File: src/hdl/rad_pkg.sv
// Package for the reference activity detector: field widths, register
// indexes, reset values, mode and controller state types, command structs.
// No dependencies.
package rad_pkg;

    // Field and register widths
    localparam int SAMPLE_W   = 16;
    localparam int PEAK_W     = 15;
    localparam int STREAK_W   = 16;
    localparam int COUNT_W    = 32;
    localparam int MODE_W     = 2;
    localparam int THR_W      = 15;
    localparam int HOLD_W     = 16;
    localparam int WLEN_W     = 5;
    localparam int CFG_IDX_W  = 3;
    localparam int CFG_DATA_W = 16;

    // Ratio divider: one quotient bit per step
    localparam int Q15_W      = 15;
    localparam int DIV_CNT_W  = 4;

    // Default window capacity
    localparam int WINDOW_MAX_DEFAULT = 16;

    localparam logic [PEAK_W-1:0]   Q15_ONE    = 15'h7FFF;
    localparam logic [STREAK_W-1:0] STREAK_MAX = 16'hFFFF;

    // Register reset values
    localparam logic [THR_W-1:0]  ENTER_THRESHOLD_RST = 15'd128;
    localparam logic [THR_W-1:0]  EXIT_THRESHOLD_RST  = 15'd64;
    localparam logic [HOLD_W-1:0] STABLE_COUNT_RST    = 16'd3;
    localparam logic [HOLD_W-1:0] HANGOVER_COUNT_RST  = 16'd8;
    localparam logic [WLEN_W-1:0] WINDOW_LENGTH_RST   = 5'd8;

    // Register indexes
    localparam logic [CFG_IDX_W-1:0] REG_ENTER_THRESHOLD = 3'd0;
    localparam logic [CFG_IDX_W-1:0] REG_EXIT_THRESHOLD  = 3'd1;
    localparam logic [CFG_IDX_W-1:0] REG_STABLE_COUNT    = 3'd2;
    localparam logic [CFG_IDX_W-1:0] REG_HANGOVER_COUNT  = 3'd3;
    localparam logic [CFG_IDX_W-1:0] REG_WINDOW_LENGTH   = 3'd4;

    typedef enum logic [MODE_W-1:0] {
        MODE_MISSING = 2'd0,
        MODE_IDLE    = 2'd1,
        MODE_ACTIVE  = 2'd2
    } mode_t;

    typedef enum logic [2:0] {
        ST_IDLE,
        ST_UPDATE,
        ST_DIV_START,
        ST_DIV_WAIT,
        ST_DONE
    } state_t;

    // Controller to datapath
    typedef struct packed {
        logic take_sample;
        logic update;
        logic div_start;
        logic load_out;
    } cmd_t;

    // Datapath to controller
    typedef struct packed {
        logic div_done;
    } status_t;

    // One result word
    typedef struct packed {
        logic [MODE_W-1:0]   ref_mode;
        logic [PEAK_W-1:0]   frame_peak;
        logic [STREAK_W-1:0] above_streak;
        logic [STREAK_W-1:0] below_streak;
        logic [STREAK_W-1:0] zero_streak;
        logic [Q15_W-1:0]    active_ratio_q15;
        logic [COUNT_W-1:0]  frames_seen;
        logic [COUNT_W-1:0]  entered_active_count;
        logic [COUNT_W-1:0]  exited_active_count;
    } result_t;

endpackage

File: src/hdl/rad_if.sv
// Channel interfaces of the reference activity detector: sample input,
// result output and register write. Depends on rad_pkg.

interface rad_sample_if;
    logic                                valid;
    logic                                ready;
    logic signed [rad_pkg::SAMPLE_W-1:0] ref_sample;
    logic                                frame_end;

    modport source (output valid, ref_sample, frame_end, input ready);
    modport sink   (input valid, ref_sample, frame_end, output ready);
endinterface

interface rad_result_if;
    logic                           valid;
    logic                           ready;
    logic [rad_pkg::MODE_W-1:0]     ref_mode;
    logic [rad_pkg::PEAK_W-1:0]     frame_peak;
    logic [rad_pkg::STREAK_W-1:0]   above_streak;
    logic [rad_pkg::STREAK_W-1:0]   below_streak;
    logic [rad_pkg::STREAK_W-1:0]   zero_streak;
    logic [rad_pkg::Q15_W-1:0]      active_ratio_q15;
    logic [rad_pkg::COUNT_W-1:0]    frames_seen;
    logic [rad_pkg::COUNT_W-1:0]    entered_active_count;
    logic [rad_pkg::COUNT_W-1:0]    exited_active_count;

    modport source (output valid, ref_mode, frame_peak, above_streak, below_streak,
                    zero_streak, active_ratio_q15, frames_seen, entered_active_count,
                    exited_active_count, input ready);
    modport sink   (input valid, ref_mode, frame_peak, above_streak, below_streak,
                    zero_streak, active_ratio_q15, frames_seen, entered_active_count,
                    exited_active_count, output ready);
endinterface

interface rad_cfg_if;
    logic                              valid;
    logic                              ready;
    logic [rad_pkg::CFG_IDX_W-1:0]     index;
    logic [rad_pkg::CFG_DATA_W-1:0]    data;

    modport source (output valid, index, data, input ready);
    modport sink   (input valid, index, data, output ready);
endinterface

File: src/hdl/rad_divider.sv
// Bit-serial restoring divider for the activity ratio:
// quotient = active * 32767 / fill, one quotient bit per cycle. Depends on rad_pkg.
module rad_divider #(
    parameter int FW = 5
) (
    input  logic                      clk,
    input  logic                      rst_n,
    input  logic                      start,
    input  logic [FW-1:0]             active,
    input  logic [FW-1:0]             fill,
    output logic                      done,
    output logic [rad_pkg::Q15_W-1:0] quotient
);

    localparam int QW = rad_pkg::Q15_W;
    localparam int NW = FW + QW;
    localparam logic [rad_pkg::DIV_CNT_W-1:0] LAST_STEP = rad_pkg::DIV_CNT_W'(QW - 1);

    logic                           busy_reg, busy_next;
    logic                           done_reg, done_next;
    logic [rad_pkg::DIV_CNT_W-1:0]  cnt_reg, cnt_next;
    logic [FW-1:0]                  rem_reg, rem_next;
    logic [QW-1:0]                  low_reg, low_next;

    logic [NW-1:0] numer;
    logic [FW:0]   trial;
    logic [FW:0]   diff;
    logic          fits;

    // Numerator is active * 32767; its upper part is already below the divisor
    assign numer = {active, QW'(0)} - NW'(active);

    // One restoring step
    assign trial = {rem_reg, low_reg[QW-1]};
    assign diff  = trial - {1'b0, fill};
    assign fits  = (trial >= {1'b0, fill});

    always_comb
    begin
        busy_next = busy_reg;
        done_next = 1'b0;
        cnt_next  = cnt_reg;
        rem_next  = rem_reg;
        low_next  = low_reg;
        if (start)
        begin
            busy_next = 1'b1;
            cnt_next  = '0;
            rem_next  = numer[NW-1:QW];
            low_next  = numer[QW-1:0];
        end
        else if (busy_reg)
        begin
            rem_next = fits ? diff[FW-1:0] : trial[FW-1:0];
            low_next = {low_reg[QW-2:0], fits};
            cnt_next = cnt_reg + 1'b1;
            if (cnt_reg == LAST_STEP)
            begin
                busy_next = 1'b0;
                done_next = 1'b1;
            end
        end
    end

    // Hold step control
    always_ff @(posedge clk or negedge rst_n)
    begin
        if (!rst_n)
        begin
            busy_reg <= 1'b0;
            done_reg <= 1'b0;
            cnt_reg  <= '0;
        end
        else
        begin
            busy_reg <= busy_next;
            done_reg <= done_next;
            cnt_reg  <= cnt_next;
        end
    end

    // Advance remainder and quotient
    always_ff @(posedge clk)
    begin
        rem_reg <= rem_next;
        low_reg <= low_next;
    end

    assign done     = done_reg;
    assign quotient = low_reg;

endmodule

File: src/hdl/rad_ctrl.sv
// Controller of the reference activity detector: sequences sample intake,
// frame update, ratio division and the result register. Depends on rad_pkg.
module rad_ctrl (
    input  logic             clk,
    input  logic             rst_n,
    input  logic             in_valid,
    input  logic             in_frame_end,
    input  logic             out_ready,
    input  rad_pkg::status_t status,
    output rad_pkg::cmd_t    cmd,
    output logic             in_ready,
    output logic             out_valid
);

    rad_pkg::state_t state_reg, state_next;
    logic            out_valid_reg, out_valid_next;

    // Next state and commands
    always_comb
    begin
        state_next = state_reg;
        cmd        = '0;
        in_ready   = 1'b0;
        unique case (state_reg)
            rad_pkg::ST_IDLE:
            begin
                in_ready = 1'b1;
                if (in_valid)
                begin
                    cmd.take_sample = 1'b1;
                    if (in_frame_end)
                    begin
                        state_next = rad_pkg::ST_UPDATE;
                    end
                end
            end
            rad_pkg::ST_UPDATE:
            begin
                cmd.update = 1'b1;
                state_next = rad_pkg::ST_DIV_START;
            end
            rad_pkg::ST_DIV_START:
            begin
                cmd.div_start = 1'b1;
                state_next    = rad_pkg::ST_DIV_WAIT;
            end
            rad_pkg::ST_DIV_WAIT:
            begin
                if (status.div_done)
                begin
                    state_next = rad_pkg::ST_DONE;
                end
            end
            rad_pkg::ST_DONE:
            begin
                if (!out_valid_reg || out_ready)
                begin
                    cmd.load_out = 1'b1;
                    state_next   = rad_pkg::ST_IDLE;
                end
            end
            default:
            begin
                state_next = rad_pkg::ST_IDLE;
            end
        endcase

        // Hold the result until taken
        if (cmd.load_out)
        begin
            out_valid_next = 1'b1;
        end
        else if (out_ready)
        begin
            out_valid_next = 1'b0;
        end
        else
        begin
            out_valid_next = out_valid_reg;
        end
    end

    always_ff @(posedge clk or negedge rst_n)
    begin
        if (!rst_n)
        begin
            state_reg     <= rad_pkg::ST_IDLE;
            out_valid_reg <= 1'b0;
        end
        else
        begin
            state_reg     <= state_next;
            out_valid_reg <= out_valid_next;
        end
    end

    assign out_valid = out_valid_reg;

endmodule

File: src/hdl/rad_datapath.sv
// Datapath of the reference activity detector: registers, peak tracking,
// streaks, mode update, activity window memory and ratio divider.
// Depends on rad_pkg and rad_divider.
module rad_datapath #(
    parameter int WINDOW_MAX = rad_pkg::WINDOW_MAX_DEFAULT
) (
    input  logic                                clk,
    input  logic                                rst_n,
    input  rad_pkg::cmd_t                       cmd,
    output rad_pkg::status_t                    status,
    input  logic signed [rad_pkg::SAMPLE_W-1:0] ref_sample,
    input  logic                                frame_end,
    input  logic                                cfg_write,
    input  logic [rad_pkg::CFG_IDX_W-1:0]       cfg_index,
    input  logic [rad_pkg::CFG_DATA_W-1:0]      cfg_data,
    output rad_pkg::result_t                    result
);

    localparam int FW = $clog2(WINDOW_MAX + 1);
    localparam int PW = (WINDOW_MAX > 1) ? $clog2(WINDOW_MAX) : 1;
    localparam int LW = (FW > rad_pkg::WLEN_W) ? FW : rad_pkg::WLEN_W;
    localparam logic [LW-1:0] WMAX_L = LW'(WINDOW_MAX);

    localparam int PEAK_W   = rad_pkg::PEAK_W;
    localparam int STREAK_W = rad_pkg::STREAK_W;
    localparam int COUNT_W  = rad_pkg::COUNT_W;
    localparam int THR_W    = rad_pkg::THR_W;
    localparam int HOLD_W   = rad_pkg::HOLD_W;

    // Configuration registers
    logic [THR_W-1:0]          enter_thr_reg, enter_thr_next;
    logic [THR_W-1:0]          exit_thr_reg, exit_thr_next;
    logic [HOLD_W-1:0]         stable_reg, stable_next;
    logic [HOLD_W-1:0]         hang_reg, hang_next;
    logic [rad_pkg::WLEN_W-1:0] win_len_reg, win_len_next;

    // Activity state
    rad_pkg::mode_t            mode_reg, mode_next;
    logic [PEAK_W-1:0]         acc_reg, acc_next;
    logic [STREAK_W-1:0]       above_reg, above_next;
    logic [STREAK_W-1:0]       below_reg, below_next;
    logic [STREAK_W-1:0]       zero_reg, zero_next;
    logic [FW-1:0]             fill_reg, fill_next;
    logic [FW-1:0]             active_reg, active_next;
    logic [PW-1:0]             pos_reg, pos_next;
    logic [COUNT_W-1:0]        seen_reg, seen_next;
    logic [COUNT_W-1:0]        entered_reg, entered_next;
    logic [COUNT_W-1:0]        exited_reg, exited_next;

    logic [PEAK_W-1:0]         frame_peak_reg;
    logic                      flag_rd_reg;
    logic                      flag_mem [WINDOW_MAX];
    rad_pkg::result_t          result_reg;

    logic [PEAK_W-1:0]         mag;
    logic [PEAK_W-1:0]         peak_cur;
    logic [THR_W-1:0]          en_thr;
    logic [HOLD_W-1:0]         st_cnt;
    logic [HOLD_W-1:0]         hg_cnt;
    logic [LW-1:0]             len_ext;
    logic [FW-1:0]             w_eff;
    logic [PW-1:0]             pos_eff;
    logic [FW-1:0]             pos_inc;
    logic                      win_full;
    logic                      flag;
    logic [FW-1:0]             active_dec;
    logic [STREAK_W-1:0]       zero_upd, above_upd, below_upd;
    logic                      div_done;
    logic [rad_pkg::Q15_W-1:0] quotient;

    function automatic logic [STREAK_W-1:0] sat_inc(input logic [STREAK_W-1:0] v);
        return (v == rad_pkg::STREAK_MAX) ? v : v + 1'b1;
    endfunction

    // Saturated magnitude of the incoming sample
    always_comb
    begin
        if (!ref_sample[rad_pkg::SAMPLE_W-1])
        begin
            mag = ref_sample[PEAK_W-1:0];
        end
        else if (ref_sample[PEAK_W-1:0] == '0)
        begin
            mag = rad_pkg::Q15_ONE;
        end
        else
        begin
            mag = PEAK_W'(~ref_sample + 1'b1);
        end
    end

    assign peak_cur = (mag > acc_reg) ? mag : acc_reg;

    // Effective thresholds and counts
    assign en_thr = (enter_thr_reg < exit_thr_reg) ? exit_thr_reg : enter_thr_reg;
    assign st_cnt = (stable_reg == '0) ? HOLD_W'(1) : stable_reg;
    assign hg_cnt = (hang_reg == '0) ? HOLD_W'(1) : hang_reg;

    // Effective window length and write position
    assign len_ext  = LW'(win_len_reg);
    assign w_eff    = (len_ext == '0) ? FW'(1) :
                      (len_ext > WMAX_L) ? FW'(WMAX_L) : FW'(len_ext);
    assign pos_eff  = (FW'(pos_reg) >= w_eff) ? '0 : pos_reg;
    assign pos_inc  = FW'(pos_eff) + 1'b1;
    assign win_full = (fill_reg >= w_eff);

    // Frame flag and streak candidates
    assign flag       = (frame_peak_reg >= exit_thr_reg);
    assign active_dec = win_full ? active_reg - FW'(flag_rd_reg) : active_reg;
    assign zero_upd   = (frame_peak_reg == '0) ? sat_inc(zero_reg) : '0;
    assign above_upd  = (frame_peak_reg >= en_thr) ? sat_inc(above_reg) : '0;
    assign below_upd  = (frame_peak_reg < exit_thr_reg) ? sat_inc(below_reg) : '0;

    // Next state of registers and activity state
    always_comb
    begin
        enter_thr_next = enter_thr_reg;
        exit_thr_next  = exit_thr_reg;
        stable_next    = stable_reg;
        hang_next      = hang_reg;
        win_len_next   = win_len_reg;
        mode_next      = mode_reg;
        acc_next       = acc_reg;
        above_next     = above_reg;
        below_next     = below_reg;
        zero_next      = zero_reg;
        fill_next      = fill_reg;
        active_next    = active_reg;
        pos_next       = pos_reg;
        seen_next      = seen_reg;
        entered_next   = entered_reg;
        exited_next    = exited_reg;

        if (cfg_write)
        begin
            unique case (cfg_index)
                rad_pkg::REG_ENTER_THRESHOLD: enter_thr_next = cfg_data[THR_W-1:0];
                rad_pkg::REG_EXIT_THRESHOLD:  exit_thr_next  = cfg_data[THR_W-1:0];
                rad_pkg::REG_STABLE_COUNT:    stable_next    = cfg_data[HOLD_W-1:0];
                rad_pkg::REG_HANGOVER_COUNT:  hang_next      = cfg_data[HOLD_W-1:0];
                rad_pkg::REG_WINDOW_LENGTH:   win_len_next   = cfg_data[rad_pkg::WLEN_W-1:0];
                default:                      ;
            endcase
            // Drop activity state on any valid register write
            if (cfg_index <= rad_pkg::REG_WINDOW_LENGTH)
            begin
                mode_next   = rad_pkg::MODE_MISSING;
                acc_next    = '0;
                above_next  = '0;
                below_next  = '0;
                zero_next   = '0;
                fill_next   = '0;
                active_next = '0;
                pos_next    = '0;
            end
        end
        else
        begin
            if (cmd.take_sample)
            begin
                acc_next = frame_end ? '0 : peak_cur;
            end

            if (cmd.update)
            begin
                seen_next   = seen_reg + 1'b1;
                fill_next   = win_full ? fill_reg : fill_reg + 1'b1;
                active_next = active_dec + FW'(flag);
                pos_next    = (pos_inc == w_eff) ? '0 : pos_inc[PW-1:0];
                zero_next   = zero_upd;
                above_next  = above_upd;
                below_next  = below_upd;

                if (zero_upd >= hg_cnt)
                begin
                    mode_next  = rad_pkg::MODE_MISSING;
                    above_next = '0;
                    below_next = '0;
                end
                else if (mode_reg != rad_pkg::MODE_ACTIVE)
                begin
                    if (mode_reg == rad_pkg::MODE_MISSING && frame_peak_reg != '0)
                    begin
                        mode_next = rad_pkg::MODE_IDLE;
                    end
                    if (above_upd >= st_cnt)
                    begin
                        mode_next    = rad_pkg::MODE_ACTIVE;
                        entered_next = entered_reg + 1'b1;
                        below_next   = '0;
                    end
                end
                else if (below_upd >= hg_cnt)
                begin
                    mode_next   = rad_pkg::MODE_IDLE;
                    exited_next = exited_reg + 1'b1;
                    above_next  = '0;
                end
            end
        end
    end

    // Hold configuration and activity state
    always_ff @(posedge clk or negedge rst_n)
    begin
        if (!rst_n)
        begin
            enter_thr_reg <= rad_pkg::ENTER_THRESHOLD_RST;
            exit_thr_reg  <= rad_pkg::EXIT_THRESHOLD_RST;
            stable_reg    <= rad_pkg::STABLE_COUNT_RST;
            hang_reg      <= rad_pkg::HANGOVER_COUNT_RST;
            win_len_reg   <= rad_pkg::WINDOW_LENGTH_RST;
            mode_reg      <= rad_pkg::MODE_MISSING;
            acc_reg       <= '0;
            above_reg     <= '0;
            below_reg     <= '0;
            zero_reg      <= '0;
            fill_reg      <= '0;
            active_reg    <= '0;
            pos_reg       <= '0;
            seen_reg      <= '0;
            entered_reg   <= '0;
            exited_reg    <= '0;
        end
        else
        begin
            enter_thr_reg <= enter_thr_next;
            exit_thr_reg  <= exit_thr_next;
            stable_reg    <= stable_next;
            hang_reg      <= hang_next;
            win_len_reg   <= win_len_next;
            mode_reg      <= mode_next;
            acc_reg       <= acc_next;
            above_reg     <= above_next;
            below_reg     <= below_next;
            zero_reg      <= zero_next;
            fill_reg      <= fill_next;
            active_reg    <= active_next;
            pos_reg       <= pos_next;
            seen_reg      <= seen_next;
            entered_reg   <= entered_next;
            exited_reg    <= exited_next;
        end
    end

    // Capture the finished frame peak
    always_ff @(posedge clk)
    begin
        if (cmd.take_sample && frame_end)
        begin
            frame_peak_reg <= peak_cur;
        end
    end

    // Activity flag memory: read at the write position, write on frame update
    always_ff @(posedge clk)
    begin
        flag_rd_reg <= flag_mem[pos_eff];
        if (cmd.update && !cfg_write)
        begin
            flag_mem[pos_eff] <= flag;
        end
    end

    // Ratio of active frames in Q15
    rad_divider #(
        .FW (FW)
    ) u_divider (
        .clk      (clk),
        .rst_n    (rst_n),
        .start    (cmd.div_start),
        .active   (active_reg),
        .fill     (fill_reg),
        .done     (div_done),
        .quotient (quotient)
    );

    assign status.div_done = div_done;

    // Load the result word
    always_ff @(posedge clk)
    begin
        if (cmd.load_out)
        begin
            result_reg.ref_mode             <= mode_reg;
            result_reg.frame_peak           <= frame_peak_reg;
            result_reg.above_streak         <= above_reg;
            result_reg.below_streak         <= below_reg;
            result_reg.zero_streak          <= zero_reg;
            result_reg.active_ratio_q15     <= quotient;
            result_reg.frames_seen          <= seen_reg;
            result_reg.entered_active_count <= entered_reg;
            result_reg.exited_active_count  <= exited_reg;
        end
    end

    assign result = result_reg;

endmodule

File: src/hdl/reference_activity_detector.sv
// Reference activity detector: a frame peak level detector with hysteresis.
// Top level; depends on rad_pkg, rad_if, rad_ctrl and rad_datapath.

// A sample that does not end a frame is taken while the controller stays idle.
// A sample with frame_end set holds the sample channel's ready low after its
// accept until the next accept, while the block runs capture, frame update,
// divider load, the 15 steps of the bit-serial ratio divider, the registered
// done flag of the divider reaching the controller and the load of the result
// register, which also waits while an earlier result is still pending.
// Samples keep flowing in while a finished result waits to be taken.
// Register writes are taken at any time through the configuration channel,
// which is always ready; a write to a valid index clears the activity state.
module reference_activity_detector #(
    parameter int WINDOW_MAX = rad_pkg::WINDOW_MAX_DEFAULT
) (
    input  logic            clk,
    input  logic            rst_n,
    rad_sample_if.sink      samples,
    rad_result_if.source    results,
    rad_cfg_if.sink         cfg
);

    rad_pkg::cmd_t    cmd;
    rad_pkg::status_t status;
    rad_pkg::result_t result;
    logic             in_ready;
    logic             out_valid;
    logic             cfg_write;

    assign cfg.ready = 1'b1;
    assign cfg_write = cfg.valid;

    rad_ctrl u_ctrl (
        .clk          (clk),
        .rst_n        (rst_n),
        .in_valid     (samples.valid),
        .in_frame_end (samples.frame_end),
        .out_ready    (results.ready),
        .status       (status),
        .cmd          (cmd),
        .in_ready     (in_ready),
        .out_valid    (out_valid)
    );

    rad_datapath #(
        .WINDOW_MAX (WINDOW_MAX)
    ) u_datapath (
        .clk        (clk),
        .rst_n      (rst_n),
        .cmd        (cmd),
        .status     (status),
        .ref_sample (samples.ref_sample),
        .frame_end  (samples.frame_end),
        .cfg_write  (cfg_write),
        .cfg_index  (cfg.index),
        .cfg_data   (cfg.data),
        .result     (result)
    );

    // Drive the channels
    assign samples.ready                = in_ready;
    assign results.valid                = out_valid;
    assign results.ref_mode             = result.ref_mode;
    assign results.frame_peak           = result.frame_peak;
    assign results.above_streak         = result.above_streak;
    assign results.below_streak         = result.below_streak;
    assign results.zero_streak          = result.zero_streak;
    assign results.active_ratio_q15     = result.active_ratio_q15;
    assign results.frames_seen          = result.frames_seen;
    assign results.entered_active_count = result.entered_active_count;
    assign results.exited_active_count  = result.exited_active_count;

    // A frame update follows directly on the word that ended the frame
    a_update_after_frame_end: assert property (
        @(posedge clk) disable iff (!rst_n)
        cmd.update |-> $past(samples.valid && samples.ready && samples.frame_end)
    ) else $error("frame update without a frame-ending word");

    // No input is taken while the divider's done flag is raised
    a_busy_while_dividing: assert property (
        @(posedge clk) disable iff (!rst_n)
        status.div_done |-> !samples.ready
    ) else $error("sample channel ready during division");

    // A loaded result is presented on the next cycle
    a_result_presented: assert property (
        @(posedge clk) disable iff (!rst_n)
        cmd.load_out |=> results.valid
    ) else $error("loaded result not presented");

endmodule

File: src/flat_wrapper.sv
// flat-port wrapper written by rule: the top's interface ports become plain ports
module reference_activity_detector_flat 
#(
    parameter int WINDOW_MAX = rad_pkg::WINDOW_MAX_DEFAULT
)
  (clk, rst_n, samples_valid, samples_ref_sample, samples_frame_end, samples_ready, results_valid, results_ref_mode, results_frame_peak, results_above_streak, results_below_streak, results_zero_streak, results_active_ratio_q15, results_frames_seen, results_entered_active_count, results_exited_active_count, results_ready, cfg_valid, cfg_index, cfg_data, cfg_ready);
  rad_sample_if samples_i ();
  rad_result_if results_i ();
  rad_cfg_if cfg_i ();
  input  logic clk;
  input  logic rst_n;
  input wire logic [$bits(samples_i.valid)-1:0] samples_valid;
  input wire logic [$bits(samples_i.ref_sample)-1:0] samples_ref_sample;
  input wire logic [$bits(samples_i.frame_end)-1:0] samples_frame_end;
  output wire logic [$bits(samples_i.ready)-1:0] samples_ready;
  output wire logic [$bits(results_i.valid)-1:0] results_valid;
  output wire logic [$bits(results_i.ref_mode)-1:0] results_ref_mode;
  output wire logic [$bits(results_i.frame_peak)-1:0] results_frame_peak;
  output wire logic [$bits(results_i.above_streak)-1:0] results_above_streak;
  output wire logic [$bits(results_i.below_streak)-1:0] results_below_streak;
  output wire logic [$bits(results_i.zero_streak)-1:0] results_zero_streak;
  output wire logic [$bits(results_i.active_ratio_q15)-1:0] results_active_ratio_q15;
  output wire logic [$bits(results_i.frames_seen)-1:0] results_frames_seen;
  output wire logic [$bits(results_i.entered_active_count)-1:0] results_entered_active_count;
  output wire logic [$bits(results_i.exited_active_count)-1:0] results_exited_active_count;
  input wire logic [$bits(results_i.ready)-1:0] results_ready;
  input wire logic [$bits(cfg_i.valid)-1:0] cfg_valid;
  input wire logic [$bits(cfg_i.index)-1:0] cfg_index;
  input wire logic [$bits(cfg_i.data)-1:0] cfg_data;
  output wire logic [$bits(cfg_i.ready)-1:0] cfg_ready;
  assign samples_i.valid = samples_valid;
  assign samples_i.ref_sample = samples_ref_sample;
  assign samples_i.frame_end = samples_frame_end;
  assign samples_ready = samples_i.ready;
  assign results_valid = results_i.valid;
  assign results_ref_mode = results_i.ref_mode;
  assign results_frame_peak = results_i.frame_peak;
  assign results_above_streak = results_i.above_streak;
  assign results_below_streak = results_i.below_streak;
  assign results_zero_streak = results_i.zero_streak;
  assign results_active_ratio_q15 = results_i.active_ratio_q15;
  assign results_frames_seen = results_i.frames_seen;
  assign results_entered_active_count = results_i.entered_active_count;
  assign results_exited_active_count = results_i.exited_active_count;
  assign results_i.ready = results_ready;
  assign cfg_i.valid = cfg_valid;
  assign cfg_i.index = cfg_index;
  assign cfg_i.data = cfg_data;
  assign cfg_ready = cfg_i.ready;
  reference_activity_detector #(.WINDOW_MAX(WINDOW_MAX)) u_core (.clk(clk), .rst_n(rst_n), .samples(samples_i), .results(results_i), .cfg(cfg_i));
endmodule
File: config.mk
export PLATFORM = sky130hd
export DESIGN_NAME = reference_activity_detector_flat
export DESIGN_NICKNAME = d
export VERILOG_FILES = /design/src/hdl/rad_pkg.sv /design/src/hdl/rad_if.sv /design/src/hdl/rad_divider.sv /design/src/hdl/rad_ctrl.sv /design/src/hdl/rad_datapath.sv /design/src/hdl/reference_activity_detector.sv /design/src/flat_wrapper.sv
export SDC_FILE = /design/constraint.sdc
export NUM_CORES = 1
export LEC_CHECK = 0
export BUFFER_PORTS_ARGS = -buffer_cell sky130_fd_sc_hd__clkbuf_2
export CORE_ASPECT_RATIO = 1.25
export CORE_MARGIN = 1.5
export CORE_UTILIZATION = 54
export DETAILED_ROUTE_END_ITERATION = 16
export GPL_TIMING_DRIVEN = 0
export PLACE_DENSITY = 0.82
export SETUP_SLACK_MARGIN = 0.4
export SYNTH_ARGS = -nofsm -noshare
export SYNTH_HDL_FRONTEND = slang
export SYNTH_SLANG_ARGS = --single-unit
File: constraint.sdc
create_clock -name clk -period 6.42 [get_ports clk]
set_clock_uncertainty 0.2 [all_clocks]
set_input_delay 0.963 -clock clk [delete_from_list [all_inputs] [get_ports clk]]
set_output_delay 0.963 -clock clk [all_outputs]
set_load 0.02 [all_outputs]
# Word-level counts from Yosys, hierarchy flattened
# Memories as Yosys holds them, arrays and structs flattened. A register that Yosys moved wholly into a read port is not among the register bits.
# Cells that the tools add are included.
# classes
eq_ne,21
n_lt_le_gt_ge,13
muxes,80
n_bitwise,4
n_reduce_logical,33
n_addsub,14
# ops
operator,count
$mux 16,21
$mux 15,10
$add 32x1->32 const B,3
$mux 5,12
$add 16x1->16 const B,3
$eq 16x16->1 const B,3
$ge 16x16->1,3
$logic_not 16->1,2
$ge 15x15->1,2
$logic_not 15->1,2
$lt 15x15->1,2
$mux 4,7
$sub 20x5->20,1
$mux 1,17
$mux 2,8
$reduce_and 2->1,8
$add 15x1->15 const B,1
$gt 15x15->1,1
$not 15->15,1
$pmux 3 s5,1
$reduce_bool 15->1,1
$eq 3x2->1 const B,4
$mux 3,4
$ne 2x2->1 const B,6
29 further kinds,42
# totals
output_inout_bits,179
memories,1
regBits,463
mem_bits_rw,16
# memory_table
name,depth,word_bits,read_ports,rd_ports_with_merged_regs,wr,line_no,source
u_core.u_datapath.flag_mem,16,1,1,1,1,rad_datapath.sv:52,logic flag_mem [WINDOW_MAX];

# Logic depth before layout (Yosys ltp)
# Gate-level depths: netlist of run 1.
# logic_depth
word_depth,10
depth_mapped,27

# Hierarchy
# From an unflattened synthesis of run 1, not the netlist that was laid out.
# hier_totals
cells_unflattened,2084
hier_area_um2,23715.2
# modules_own_cells
module,cells_per_inst,n_inst,area_each_um2
rad_datapath,1918,1,21934.8
rad_divider,142,1,1541.5
rad_ctrl,22,1,227.7
reference_activity_detector,2,1,11.3

# Worst setup path after synthesis of run 1
# No wires, ideal clock.
# synth_timing
path_type,flip-flop to flip-flop
from,register u_core.u_datapath.enter_thr_reg[8]
to,register u_core.u_datapath.entered_reg[16]
setup_time_ps,80
path_buffers,4
path_slack_ps,370
synth_period_minus_slack_ps,6050
stages_incl_launch_ff,26
arrival_time_ps,5770
cell_sequence,dfrtp_1 > ha_1 > a21o_1 > a21o_1 > a21oi_1 > o2111ai_1 > nand2_1 > o21ai_1 > clkbuf_1 > mux2i_1 > ha_1 > a2111o_1 > o21ai_0 > o211a_1 > clkbuf_1 > clkbuf_1 > nor2_1 > ha_1 > o211a_1 > a2111oi_0 > or4_1 > o21ai_1 > nand4_1 > buf_2 > nor4_1 > xnor2_1
# synth_via
elab_chain_len,6
# synth_rtl
item,line_no,source
from (decl),rad_datapath.sv:31,"logic [THR_W-1:0] enter_thr_reg, enter_thr_next;"
from (signal assigned),rad_datapath.sv:208,enter_thr_reg <= rad_pkg::ENTER_THRESHOLD_RST;
from (signal assigned),rad_datapath.sv:227,enter_thr_reg <= enter_thr_next;
$lt 15x15->1,rad_datapath.sv:95,assign en_thr = (enter_thr_reg < exit_thr_reg) ? exit_thr_reg : enter_thr_reg;
$mux 15 *,rad_datapath.sv:95,
$ge 15x15->1 *,rad_datapath.sv:111,assign above_upd = (frame_peak_reg >= en_thr) ? sat_inc(above_reg) : '0;
$mux 16 *,rad_datapath.sv:111,
$ge 16x16->1 *,rad_datapath.sv:186,if (above_upd >= st_cnt)
$reduce_and 5->1 (no source line) *,n/a,
to (signal assigned),rad_datapath.sv:241,entered_reg <= entered_next;
to (decl),rad_datapath.sv:47,"logic [COUNT_W-1:0] entered_reg, entered_next;"
# Every way passes the cells marked *; elsewhere a longest branch is shown, timed or not.
# A chain may end at the register's enable or synchronous reset.

# Final worst setup path of run 1
# layout_timing
from,register u_core.u_datapath.exit_thr_reg[8]
to,register u_core.u_datapath.entered_reg[13]
# layout_via
elab_chain_len,6
# layout_rtl
item,line_no,source
from (decl),rad_datapath.sv:32,"logic [THR_W-1:0] exit_thr_reg, exit_thr_next;"
from (signal assigned),rad_datapath.sv:209,exit_thr_reg <= rad_pkg::EXIT_THRESHOLD_RST;
from (signal assigned),rad_datapath.sv:228,exit_thr_reg <= exit_thr_next;
$lt 15x15->1,rad_datapath.sv:95,
$mux 15 *,rad_datapath.sv:95,
$ge 15x15->1 *,rad_datapath.sv:111,
$mux 16 *,rad_datapath.sv:111,
$ge 16x16->1 *,rad_datapath.sv:186,
$reduce_and 5->1 (no source line) *,n/a,
# Marked as above.

==> summary.md, run 1 <==
| Metric | Value |
|---|---|
| DRT Wirelength | 57,370 µm |
| Final setup viols | 0 |
| Met3 GRT Util | 3.816% |
| Initial antenna violation count | 2 |
| Largest net degree at the start of global routing | 71 |
| FFs w/ async S/R, synth | 52.50% |
| Tmin final | 5.922 ns |
| Tot GR Track Use | 25.38% |
| Synth top area share | 29.13% |
| Warnings from Yosys | 0 |
| Initial Utilization | 54.47% |
| RSZ-0062 raised after global routing | yes |
| H-tree depth | 2 |
| HP Class | input port to asynchronous set/reset pin |
| GP Congestion | 0.9061 |
| Slew of the pin with the lowest slew margin | 1.283 ns |
| Count of final hold-check violations | 0 |
| # clock sinks | 480 |
| Crit Path Class | flip-flop to flip-flop |
| Status | complete, no violations |
| R2r worst-path depth | 26 |
| CTS Hold Bufs | 0 |
| Root Buffer | clkbuf_16 |
| Post-synth top flop | dfrtp_1 |
| Fmax | 0.1689 GHz |
| Met1 Use GR | 30.27% |
| Fraction of the mapped netlist area in adder cells | 7.624% |
| # rows | 85 |
| PD cells | 293.0 mW/mm² |
| Critical Path RT | 6.70 ns |
| Syn-to-layout area delta | 16.87% |
| First-pass GRT wire length | 90,870 µm |
| CTS tree | built |
| Synthesized area per cell | 11.32 µm² |
| Vias in the first global route | 17.52k |
| Port Buf Inserts | 216 |
| # IOs | 220 |
| Fin nets | 2,537 |
| Max_cap viols | 0 |
| Pre-antenna DRT Iters | 7 |
| Vias per inst | 5.956 |
| R2R Setup Slk | 0.50 ns |
| Mux share of post-synthesis cell area | 3.154% |
| Met2 Use GR | 45.82% |
| Largest register FFs | 176 |
| Design Power | 8.013 mW |
| CP Data Arrival Time | 6.20 ns |
| Period utilisation layout | 92.24% |
| Total CTS buffers | 45 |
| Post-synthesis xor/xnor area fraction | 5.052% |
| Critical path peak fanout | 5 |
| Wire length per cell | 19.41 µm |
| Antenna-violating nets left | 0 |
| Reg2reg end | u_core.u_datapath.entered_reg[13] |
| Yosys top cell by area | edfxtp_1 |
| Gr ovfl total | 0 |
| Most Crowded Layer GR | met2 |
| Slew margin rel. | 14.26% |
| Design Area, Final | 0.02735 mm² |
| Main combinational cell family by area after synthesis | simple AND/OR/NAND/NOR gates |
| Vias | 17.60k |
| Syn Inst Count | 2,067 |
| Sequential fraction of the synthesis area | 56.19% |
| Placed inst area | 0.02536 mm² |
| CP Launch Type | flip-flop |
| Reg2reg start | u_core.u_datapath.exit_thr_reg[8] |
| Distinct cells, synth | 76 |
| Post-DP HPWL | 40,810 µm |
| Syn Std Cell Area | 0.02340 mm² |
| Die height | 235.8 µm |
| Die X | 189.2 µm |
| Peak supply drop | 0.0001899 V |
| Top post-synthesis cells by area | edfxtp_1 29%, dfrtp_1 26%, ha_1 7.5% |
| Syn Nets | 2,250 |
| Clk_lat worst skew | 0.56 ns |
| Synth Area in Compound Gates | 10.22% |
| Final Hold Slack | 0.1687 ns |
| Clock Pin Slew Worst Setup and Hold Paths | 0.07 ns |
| Simple-Gate Fraction of Synth Area | 14.62% |
| Util after Layout | 63.65% |
| Share of layout cells above drive strength 1 | 17.95% |
| Critical path capture point type | flip-flop |
| Max clock buf depth | 3 |
| Static leakage | 11.46 nW |
| Initial drt markers | 1,093 |
| ANT cells | 0 |
| DRC Markers | 0 |
| FF+latch count, synth | 480 |
| EDFF count, synth | 227 |
| Final Max Slew Viols | 0 |
| Die Area | 0.04460 mm² |
| Core Footprint | 0.04297 mm² |
-- what timing repair did --
action                                  CTS  global route
resized for setup                        36            42
endpoints found under the setup margin   65            72
hold endpoints to repair                  0             0
pin swaps                                10            24
setup buffers                             9             7
cloned                                    1             1
-- final cells by class --
type,count,area (µm²)
Buffer,70,332.8
Fill cell,3192,15620
Timing Repair Buffer,240,1391
Sequential cell,480,13150
Clock inverter,13,130.1
Clock buffer,70,1343
Inverter,122,457.9
Tap cell,565,706.9
Multi-Input combinational cell,1395,9838
-- layer usage --
metal  up-vias  share of wire, %
li1       8103                 -
met1      8627                39
met2       714                52
met3       152               5.7
met4         4               3.7
met5         -             0.044
-- cell usage after synthesis, types with 12 or more instances --
library cell / number
a211oi_1: 24
a21o_1: 18
a21oi_1: 66
a22o_1: 32
a31oi_1: 20
and2_1: 21
and3_1: 51
and4_1: 15
clkbuf_1: 63
dfrtp_1: 246
edfxtp_1: 227
ha_1: 141
inv_1: 122
mux2_2: 46
mux2i_1: 22
nand2_1: 180
nand2b_1: 19
nand3_1: 71
nand4_1: 50
nor2_1: 130
nor3_1: 62
nor4_1: 26
o21a_1: 12
o21ai_0: 120
xnor2_1: 84
xor2_1: 51
-- layout by cell type, fill, tap and decap left out, drive strengths merged, types with 33 or more instances in the layout --
master	instances
dfrtp	246
edfxtp	227
clkbuf	347
and3	51
inv	122
a21oi	66
nand4	50
buf	33
ha	141
nor2	131
nor3	62
o21ai	123
nand2	180
xnor2	84
xor2	51
nand3	71
mux2	46
-- cell families after synthesis --
logic type | count (synthesis)
other | 1
AO/OA/AOI/OAI | 372
XOR/XNOR | 135
multiplexers | 68
flip-flops | 480
buffers and inverters | 192
AND/OR/NAND/NOR | 677
adder cells (fa/ha/maj) | 142
-- through the flow --
stage / TNS, ns / setup WS (ns) / std cells
after global routing: 0 / 0.3440 / 2955
final: 0 / 0.4982 / 2955
after global placement: -451.54 / -1.109 / 2848
after CTS: 0 / 0.4247 / 2947
after detailed placement: -55.73 / -1.207 / 2854
after floorplan: 0 / 0.4946 / 2067
-- how the worst max path moves through the flow --
stage	start	to	slack [ns]
final	u_core.u_datapath.exit_thr_reg[8]	u_core.u_datapath.entered_reg[13]	0.50
after global routing	u_core.u_datapath.exit_thr_reg[7]	u_core.u_datapath.entered_reg[13]	0.34
after CTS	u_core.u_datapath.exit_thr_reg[8]	u_core.u_datapath.entered_reg[31]	0.42
after detailed placement	u_core.u_datapath.exit_thr_reg[8]	u_core.u_datapath.below_reg[0]	-1.21
after global placement	results_ready	u_core.u_datapath.result[93]	-1.11
after floorplan	results_ready	u_core.u_datapath.result[0]	0.49
-- report_power, final --
group | leakage (nW) | total, mW | internal [mW] | switching (mW)
combinational | 5.49 | 1.65 | 0.673 | 0.980
clock | 0.720 | 2.65 | 1.52 | 1.13
sequential | 5.26 | 3.71 | 3.52 | 0.188
-- critical path, cell delays in order (launching register included) --
cell and delay (ns):
dfrtp_1 0.40, inv_2 0.10, ha_4 0.21, a21o_1 0.15, a21o_1 0.15, a21oi_2 0.19, o2111ai_2 0.15, nand2_2 0.13
o21ai_4 0.10, clkbuf_16 0.19, mux2i_4 0.19, ha_4 0.23, a2111o_1 0.43, o21ai_2 0.18, o211a_1 0.26, buf_8 0.15
buf_12 0.11, a211oi_2 0.04, ha_1 0.36, nand4_1 0.15, or4_4 0.58, o21ai_4 0.22, nand4_1 0.15, buf_6 0.20
buf_2 0.16, nor3_1 0.28, xnor2_1 0.17
Note: power is estimated with default switching activity, not from simulation.
==> run 2, diff against run 1 <==
Settings changed: CORE_UTILIZATION 54 to 30, PLACE_DENSITY 0.82 to 0.53.
==> run 2 against run 1 <==
Worst hold slack got worse by 0.042 ns. Fmax rose by 2.6%. Power increased by 6.9%. Clock power is 22% higher. Sequential share of layout area down 1.6 points. Wire length increased by 10%. Critical path type is now input port to flip-flop. Critical endpoint is now u_core.u_datapath.frame_peak_reg[6]. Largest power group unchanged. Highest routed layer unchanged.
==> summary.md, run 2 (synthesis gave the netlist of run 1 again) <==
| Metric | Value |
|---|---|
| Status | complete, no violations |
| H-tree depth | 2 (unchanged) |
| Slew margin rel. | 12.31% (-2.0 points) |
| Fin nets | 2,544 (+0.28%) |
| Die height | 315.3 µm (+34%) |
| Critical path peak fanout | 10 (+5) |
| Static leakage | 11.67 nW (+1.8%) |
| Family with the most delay on the worst path | compound AO/OA/AOI/OAI gates |
| DRC Markers | 0 (unchanged) |
| Max clock buf depth | 3 (unchanged) |
| Sequential Power Share | 43.3% (-3.0 points) |
| Tmin final | 5.771 ns (-0.1509 ns) |
| Antenna-violating nets left | 0 (unchanged) |
| Non-Filler Instances | 3,450 (+17%) |
| Number of fill cells | 7,697 (+140%) |
| Vias | 17.12k (-2.7%) |
| Post-DP HPWL | 45,770 µm (+12%) |
| Reg2reg end | u_core.u_datapath.entered_reg[19] |
| # IOs | 220 (unchanged) |
| Worst path max stage delay | 0.49 ns (-0.09 ns) |
| Initial antenna violation count | 12 (+10) |
| Cell-internal power | 6.073 mW (+6.2%) |
| PD cells | 302.5 mW/mm² (+3.3%) |
| GP Congestion | 0.8764 (-3.3%) |
| Pre-CTS setup slack | -1.289 ns (-0.08286 ns) |
| CP Data Arrival Time | 5.92 ns (-0.28 ns) |
| Largest net degree at the start of global routing | 110 (+55%) |
| Clock Power Share | 37.6% (+4.5 points) |
| Slew of the pin with the lowest slew margin | 1.312 ns (+0.02923 ns) |
| CP Cell Sequence | clkbuf_2 > inv_1 > ha_1 > or3b_2 > nand4b_1 > nor4_4 > clkbuf_1 > o21ai_0 > o21ai_1 > ha_1 > a41o_1 > a21o_1 > a2111oi_0 > nor2_1 > o31ai_2 > clkbuf_2 > mux2_2 |
| Clk_lat worst skew | 0.62 ns (+0.06 ns) |
| Vias per inst | 4.962 (-17%) |
| Reg2reg start | u_core.u_datapath.exit_thr_reg[8] |
| Final setup viols | 0 (unchanged) |
| Gr ovfl total | 0 (unchanged) |
| RSZ-0062 raised after global routing | yes |
| CP Launch Type | input port |
| Initial Utilization | 30.27% (-24 points) |
| Core Footprint | 0.07731 mm² (+80%) |
| Pre-antenna DRT Iters | 5 (-2) |
| Placed inst area | 0.02593 mm² (+2.3%) |
| Placed insts | 3,332 (+17%) |
| Final Max Slew Viols | 0 (unchanged) |
| Most frequent cells in the layout | 246 x dfrtp_1, 227 x edfxtp_1, 216 x clkbuf_2 |
| Total CTS buffers | 54 (+20%) |
| Clock Pin Slew Worst Setup and Hold Paths | 0.06 ns (about the same) |
| Largest register FFs | 176 (unchanged) |
| Fmax | 0.1733 GHz (+2.6%) |
| Root Buffer | clkbuf_16 |
| Combinational share of power | 19.1% (-1.5 points) |
| Crit Path Class | input port to flip-flop |
| Critical Path RT | 6.57 ns (-0.13 ns) |
| Die Area | 0.07970 mm² (+79%) |
| Wire length per cell | 18.33 µm (-5.6%) |
| Vias in the first global route | 17.60k (+0.47%) |
| CTS Hold Bufs | 0 (unchanged) |
| DRT Wirelength | 63,230 µm (+10%) |
| Design Power | 8.568 mW (+6.9%) |
| CTS tree | built |
| Period utilisation layout | 89.89% (-2.4 points) |
| NetSw | 2.495 mW (+8.7%) |
| Crit-path slowest cell | or3b_2 |
| Syn-to-layout area delta | 21.02% |
| Share of layout cells above drive strength 1 | 18.70% (+0.75 points) |
| Design Area, Final | 0.02832 mm² (+3.5%) |
| Critical path buffer and inverter count | 4 (-2) |
| First-pass GRT wire length | 98,210 µm (+8.1%) |
| Port Buf Inserts | 216 (unchanged) |
| Die X | 252.8 µm (+34%) |
| R2r worst-path depth | 27 (+3.8%) |
| # clock sinks | 480 (unchanged) |
| HP Class | input port to asynchronous set/reset pin |
| Commonest non-fill, non-tap cell in the layout | dfrtp_1 |
| R2R Setup Slk | 0.66 ns (+0.16 ns) |
| Peak supply drop | 0.0002069 V (+8.9%) |
| Critical path capture point type | flip-flop |
| Count of final hold-check violations | 0 (unchanged) |
| Max_cap viols | 0 (unchanged) |
| Worst Setup Slack, final | 0.6491 ns (+0.1509 ns) |
| Sw Ratio | 29.12% (+0.47 points) |
| ANT cells | 0 (unchanged) |
| Tot GR Track Use | 15.70% (-9.7 points) |
| Initial drt markers | 847 (-23%) |
| # rows | 114 (+34%) |
run 2: cell types whose count changed in the layout (fill, tap and decap cells not counted), sizes merged:
cell and change:
clkinvlp +3, clkinv +7, buf -2, clkbuf -2, inv +6, bufinv +4
run 2: worst reg2reg max path, cell delays in order (launching register included):
cell and delay, ns:
dfrtp_1 0.39, inv_2 0.09, ha_4 0.21, a21o_1 0.15, a21o_1 0.17, a21oi_2 0.21
o2111ai_2 0.15, nand2_2 0.11, o21ai_4 0.09, clkbuf_16 0.18, buf_4 0.15, mux2i_1 0.13
ha_1 0.33, nand4_1 0.10, o21bai_1 0.16, a21oi_1 0.09, o211a_1 0.26, buf_8 0.17
a211oi_2 0.28, ha_1 0.21, nand4_1 0.15, or4_1 0.60, o21ai_4 0.25, nand4_1 0.16
buf_6 0.19, buf_6 0.13, nor4_4 0.24, xor2_1 0.16
run 2: worst max-delay path by stage:
stage                                             from                                   to  slack (ns)  depth (start not counted)
floorplan                                results_ready          u_core.u_datapath.result[0]        0.49                          2
global route         u_core.u_datapath.exit_thr_reg[8]    u_core.u_datapath.entered_reg[19]        0.38                         27
global placement                         results_ready         u_core.u_datapath.result[95]       -1.91                          3
detailed placement  u_core.u_datapath.enter_thr_reg[8]    u_core.u_datapath.entered_reg[29]       -1.29                         25
CTS                  u_core.u_datapath.exit_thr_reg[8]    u_core.u_datapath.entered_reg[13]        0.39                         26
finish                           samples_ref_sample[0]  u_core.u_datapath.frame_peak_reg[6]        0.65                         17
run 2: layout make-up:
cell class                 count  area, µm²  share of cell area (%)
clock inverter                33      372.9                   1.317
tap                         1044       1306                   4.612
inverter                     122      457.9                   1.617
clock buffer                  68       1474                   5.204
buffer                        70      331.6                   1.171
sequential                   480      13150                   46.43
timing repair buffer         238       1378                   4.864
multi-input combinational   1395       9851                   34.78
run 2: metal layers:
layer	track usage [%]	up-vias	share of wire [%]
met2	27.65	439	49
met1	19.11	8377	43
met5	0	-	0.25
met4	4.831	24	2.7
met3	3.294	129	5.0
li1	-	8149	-
run 2: repair_timing:
action                                  4_1_cts  5_1_grt
endpoints found under the setup margin       79       57
pin swaps                                     7       22
setup buffers                                 5       10
gates cloned                                  1        1
resized for setup                            41       39
run 2: metrics by stage:
stage	hold WS, ns	TNS, ns	util [%]
2_1_floorplan	0.2231	0	-
3_3_place_gp	0.2337	-710.13	33.36
3_5_place_dp	0.2353	-70.53	33.54
4_1_cts	0.1023	0	36.25
5_1_grt	0.1364	0	36.63
6_report	0.1264	0	36.63
run 2: power by group through the flow:
stage	combinational, mW	sequential, mW	clock, mW
after global placement	1.44	3.76	0
after CTS	1.56	3.71	3.32
after global routing	1.84	3.74	3.44
after floorplan	1.06	3.69	0
final	1.63	3.71	3.22
after detailed placement	1.50	3.76	0
